`config.mk`:
```
export PLATFORM = sky130hd
export DESIGN_NAME = sgs_cell
export DESIGN_NICKNAME = d
export VERILOG_FILES = /design/src/hw/rtl/sgs_pkg.sv /design/src/hw/rtl/sgs_cell.sv
export SDC_FILE = /design/constraint.sdc
export NUM_CORES = 1
export LEC_CHECK = 0
export BUFFER_PORTS_ARGS = -buffer_cell sky130_fd_sc_hd__buf_4
export CORE_ASPECT_RATIO = 1.5
export CORE_UTILIZATION = 30
export DETAILED_ROUTE_END_ITERATION = 7
export GPL_ROUTABILITY_DRIVEN = 0
export PLACE_DENSITY = 0.67
export SYNTH_ARGS = -nofsm -noshare
export SYNTH_HDL_FRONTEND = slang
export SYNTH_SLANG_ARGS = --single-unit
export TNS_END_PERCENT = 100
```
`constraint.sdc`:
```
create_clock -name clk -period 7.1 [get_ports clk]
set_clock_uncertainty 0.15 [all_clocks]
set_input_delay 0.355 -clock clk [delete_from_list [all_inputs] [get_ports clk]]
set_output_delay 0.355 -clock clk [all_outputs]
set_load 0.005 [all_outputs]
```
`src/hw/rtl/sgs_pkg.sv`:
```
`timescale 1ns / 1ps

package sgs_pkg;

    localparam int KEY_W           = 64;
    localparam int AMT_W           = 32;
    localparam int SUM_W           = 40;
    localparam int MAX_RECORDS_DEF = 64;
    localparam int KEY_BYTES_DEF   = 8;

    typedef struct packed {
        logic [KEY_W-1:0]        product_key;
        logic signed [AMT_W-1:0] amount;
        logic                    final_record;
    } rec_in_t;

    typedef struct packed {
        logic [KEY_W-1:0]        group_key;
        logic signed [SUM_W-1:0] group_total;
        logic                    end_of_groups;
        logic                    records_dropped;
    } rec_out_t;

    // one stored group
    typedef struct packed {
        logic [KEY_W-1:0]        key;
        logic signed [SUM_W-1:0] sum;
    } entry_t;

    // compare status a cell hands to its right neighbour
    typedef struct packed {
        logic lt;
        logic eq;
    } cmp_t;

    // broadcast to every cell
    typedef struct packed {
        logic                    merge;
        logic                    insert;
        logic                    drain;
        logic [KEY_W-1:0]        key;
        logic signed [AMT_W-1:0] amt;
    } ctrl_t;

    function automatic logic signed [SUM_W-1:0] sat_add(
        input logic signed [SUM_W-1:0] a,
        input logic signed [AMT_W-1:0] b
    );
        logic signed [SUM_W:0] s;
        s = {a[SUM_W-1], a} + (SUM_W+1)'(b);
        if (s[SUM_W] != s[SUM_W-1])
        begin
            // clamp towards the sign of the true result
            sat_add = s[SUM_W] ? {1'b1, {(SUM_W-1){1'b0}}} : {1'b0, {(SUM_W-1){1'b1}}};
        end
        else
        begin
            sat_add = s[SUM_W-1:0];
        end
    endfunction

endpackage

```
`src/hw/rtl/sgs_cell.sv`:
```
`timescale 1ns / 1ps

module sgs_cell (
    input  logic           clk,
    input  sgs_pkg::ctrl_t ctrl,
    input  logic           occupied,
    input  sgs_pkg::cmp_t  left_cmp,
    input  sgs_pkg::entry_t left_ent,
    input  sgs_pkg::entry_t right_ent,
    output sgs_pkg::entry_t ent,
    output sgs_pkg::cmp_t  cmp
);
    import sgs_pkg::*;

    entry_t ent_reg;
    entry_t ent_next;

    assign ent    = ent_reg;
    assign cmp.lt = occupied && (ent_reg.key < ctrl.key);
    assign cmp.eq = occupied && (ent_reg.key == ctrl.key);

    always_comb
    begin
        ent_next = ent_reg;
        if (ctrl.drain)
        begin
            // advance towards the output end
            ent_next = right_ent;
        end
        else if (ctrl.merge && cmp.eq)
        begin
            ent_next.sum = sat_add(ent_reg.sum, ctrl.amt);
        end
        else if (ctrl.insert && !cmp.lt)
        begin
            if (left_cmp.lt)
            begin
                ent_next.key = ctrl.key;
                ent_next.sum = SUM_W'(ctrl.amt);
            end
            else
            begin
                ent_next = left_ent;
            end
        end
    end

    always_ff @(posedge clk)
    begin
        ent_reg <= ent_next;
    end

endmodule

```
# After elaboration in Yosys (flattened, before gate mapping)

Cells that the tools add are included.

Flip-flop bits (word level): 104

Muxes and demuxes: 7
Add/subtract/negate cells: 1
Magnitude comparators: 1
Equal/unequal tests: 3
Reductions and logical operators: 8

Operators with widths:

| cell                                 | count |
|---|---|
| two-way mux 104 bit                  | 3 |
| two-way mux 40 bit                   | 3 |
| equality test 64 bit                 | 1 |
| < comparator 64 bit                  | 1 |
| two-way mux 64 bit                   | 1 |
| adder 40 x 32 -> 41 bit              | 1 |
| logical AND 1 bit                    | 4 |
| nonzero test 3 bit                   | 1 |
| != test 2 bit, second input constant | 1 |
| AND reduction 2 bit                  | 1 |
| nonzero test 2 bit                   | 1 |
| logical NOT 1 bit                    | 1 |
| != test 1 bit                        | 1 |

# Logic depth before layout (Yosys ltp)

Word-level depth: 7
Gate-level depth with buffers: 18

# Worst setup path before layout

Ideal clock, no wire load.

Path kind: register to register
Start: reg ent_reg, in the netlist ent[82]
End: reg ent_reg, in the netlist ent[100] (enable)
Stages on the path, launching flop included: 10
Data required time: 6.376 ns
Setup slack: 0.104 ns
Library setup time: 0.574 ns
Data arrival time: 6.271 ns
Buffers on the path: 0
Clock period less this slack: 6.996 ns
Path through: edfxtp_1 > ha_1 > nand4_1 > or2_2 > nor3_1 > nand2_1 > a41oi_1 > nor4b_1 > nand2b_1 > o21ai_0

RTL lines:

| what                     | RTL line       | text |
|---|---|---|
| start: declaration       | sgs_cell.sv:15 | `entry_t ent_reg;` |
| start signal: assignment | sgs_cell.sv:50 | `ent_reg <= ent_next;` |

==> out/results.tsv <==
metric	value	unit
status	completed	
HP Class	in -> reg	
max_slew headroom	0.343	
post-synthesis mux area share	0.106	
final hold violations	0	
Synth Area in Compound Gates	0.201	
wire length per cell	18.4	µm
P_sw	0.000751	W
Cell variety after synth	69	
die height	223	µm
post-DP HPWL	28100	µm
Post-Synthesis Cells	1112	
FF-to-FF path depth	15	
Longest Clk Path Bufs	2	
grt ovf	0	
area grow syn2layout	38.6	%
largest net degree at the start of global routing	85	
input/output buffers	415	
Setup Total Neg Slack	0	ns
Critical path destination	ent[1]$_DFFE_PP_	
Worst Setup Slack, final	2.49	ns
Post-Synth XOR/XNOR Area	0.0269	
maxcap violations	0	
DR DRC count	0	
post-synth top area share	0.320	
Initial Util	0.305	
Mapped Nets	1530	
final cell count without fillers	1903	
clock network power share	0.240	
Fillers	3214	
Post-Synth Adder-Cell Area	0.138	
die area	33300	µm²
most frequent cells after synthesis	nand2_1, ha_1, edfxtp_1, mux2i_1, a21oi_1	
CTS resizes	0	
sequential power share	0.361	
average size of a mapped cell	8.77	µm²
crit start category	flop	
dpl ws	2.46	ns
CTS Hold Bufs	0	
clk root buf	clkbuf_16	
cell internal pwr	0.00147	W
Num CTS Buffers	9	
1st-iter DRT viols	420	
RSZ-0062 raised after global routing	no	
Via-to-Cell Ratio	5.17	
CP required	7.19	ns
crit path from	ent[1]$_DFFE_PP_	
CTS tree	built	
Max rail drop VDD	0.106	mV
leading post-synthesis cells by cell area	edfxtp_1, ha_1, mux2i_1	
largest family of logic cells by synthesized area	compound AO/OA/AOI/OAI gates	
Netlist Area Pre-Place	9750	µm²
Reg clk slew, reported paths	0.08	ns
EDFF count, synth	104	
first-pass GRT wire length	52700	µm
FF+latch count, synth	104	
switch share	0.338	
Detailed Route WL	34900	µm
Period minus WS final	4.61	ns
Post-synth top flop	edfxtp_1	
vias in the first global route	9961	
top-count cell post-synth	nand2_1	
CTS H-Tree Depth	3	
Slew @ Worst Pin	0.982	ns
vias	9829	
crit-path max FO	12	
period utilisation layout	0.650	
row count	80	
Post-synth ARST share	0	
placed cell count	1888	
simple-gate area share of the yosys netlist	0.150	
Setup CP Type	reg -> reg	
Yosys warning count	0	
logic gate share of total power	0.399	
Worst R2R Start	ent[1]$_DFFE_PP_	
share of cells above drive strength 1	0.309	
crit end category	flop	
CTS Sinks	104	
WP data arrival	4.70	ns
worst r2r dst	ent[1]$_DFFE_PP_	
I/O Pins	417	
highest clock rate	0.217	GHz
Slew Limit Fails	0	
Die Wd	149	µm
final setup fails	0	
power per cell area	164	nW/µm²
final core utilization	0.423	
clock latency on the worst-skew pair	0.37	ns
max reg flops	104	
post-route ant nets	0	
Nets	1907	
Core ar.	31900	µm²
Synth area leader	edfxtp_1	
antenna diode count	0	
sequential area share after synthesis	0.320	
Leakage	6.54	nW
worst reg2reg setup slack	2.49	ns
Total GRT Usage	0.208	
DRT Pass-1 Iters	5	
number of setup buffers added after CTS	0	
initial antenna violation count	0	
## worst min path at each step
stage,start,to,slack [ns],depth (start not counted)
floorplan,right_ent[101],ent[101]$_DFFE_PP_,0.39,2
global placement,right_ent[55],ent[55]$_DFFE_PP_,0.48,3
detailed placement,right_ent[94],ent[94]$_DFFE_PP_,0.49,3
CTS,right_ent[94],ent[94]$_DFFE_PP_,0.09,3
global route,right_ent[64],ent[64]$_DFFE_PP_,0.11,3
finish,right_ent[53],ent[53]$_DFFE_PP_,0.11,3
## logic make-up (layout without fill, tap and decap cells)
kind of cell | count (synthesis) | after routing
multiplexers | 103 | 103
flip-flops | 104 | 104
XOR/XNOR | 30 | 30
adder cells (fa/ha/maj) | 107 | 107
buffers and inverters | 142 | 523
AND/OR/NAND/NOR | 314 | 314
AO/OA/AOI/OAI | 312 | 312
## worst max-delay path, stage by stage (launching register included)
cell      delay [ns]
edfxtp_1        0.43
ha_1            0.30
a21oi_1         0.27
nor2_1          0.10
a311oi_2        0.39
o31ai_2         0.19
a31oi_4         0.35
o31ai_4         0.15
or2_4           0.31
a31oi_4         0.20
xnor2_1         0.09
ha_1            0.35
inv_1           0.10
nand3_1         0.60
o21a_1          0.43
nand2_1         0.06
## per-layer routing
layer	track usage	up-vias	share of wire
met1	0.209	4554	0.37
met5	0	-	0
met3	0.0359	74	0.058
met2	0.403	367	0.54
met4	0.0991	0	0.038
li1	-	4834	-
## layout make-up
cell class,instances,area (µm²),area share
multi-input cells,866,6080,0.450
repair buffers,423,3180,0.235
flip-flops and latches,104,3120,0.231
well taps,410,513,0.0379
inverters,85,319,0.0236
clock buffers,9,225,0.0167
clock inverters,6,75.1,0.00555
## through the flow
| step | hold slack (ns) | power [W] | cell area [µm²] |
|---|---|---|---|
| after floorplan | 0.392 | 0.00130 | 9750 |
| after global placement | 0.485 | 0.00168 | 13200 |
| after detailed placement | 0.490 | 0.00170 | 13200 |
| after CTS | 0.0890 | 0.00224 | 13500 |
| after global routing | 0.106 | 0.00235 | 13500 |
| final | 0.109 | 0.00222 | 13500 |
## power groups by stage
stage                     Sequential, W  Combinational, W  Clock (W)
after floorplan                0.000815          0.000489          0
after global placement         0.000811          0.000867          0
after detailed placement       0.000814          0.000882          0
after CTS                      0.000801          0.000887   0.000554
after global routing           0.000809          0.000976   0.000568
final                          0.000800          0.000885   0.000533
## placed cells by master (no fill, tap or decap), types with 4 or more instances in the layout
cell,synthesis,routed
buf_4,0,421
nand2_1,131,131
ha_1,106,106
edfxtp_1,104,104
mux2i_1,103,103
a21oi_1,100,100
o21ai_0,97,96
inv_1,84,84
nand3_1,44,43
nor3_1,41,41
nor2_1,40,40
a21o_1,33,33
nand4_1,22,22
xnor2_1,17,17
xor2_1,13,13
o211ai_1,11,11
o21bai_1,10,10
clkbuf_16,0,9
nand2b_1,7,7
and2_1,7,7
and3_1,7,7
a211oi_1,6,6
o21a_1,5,5
a31oi_1,5,5
o31ai_1,5,5
a21boi_0,4,4
(Power assumes the default switching activity.)
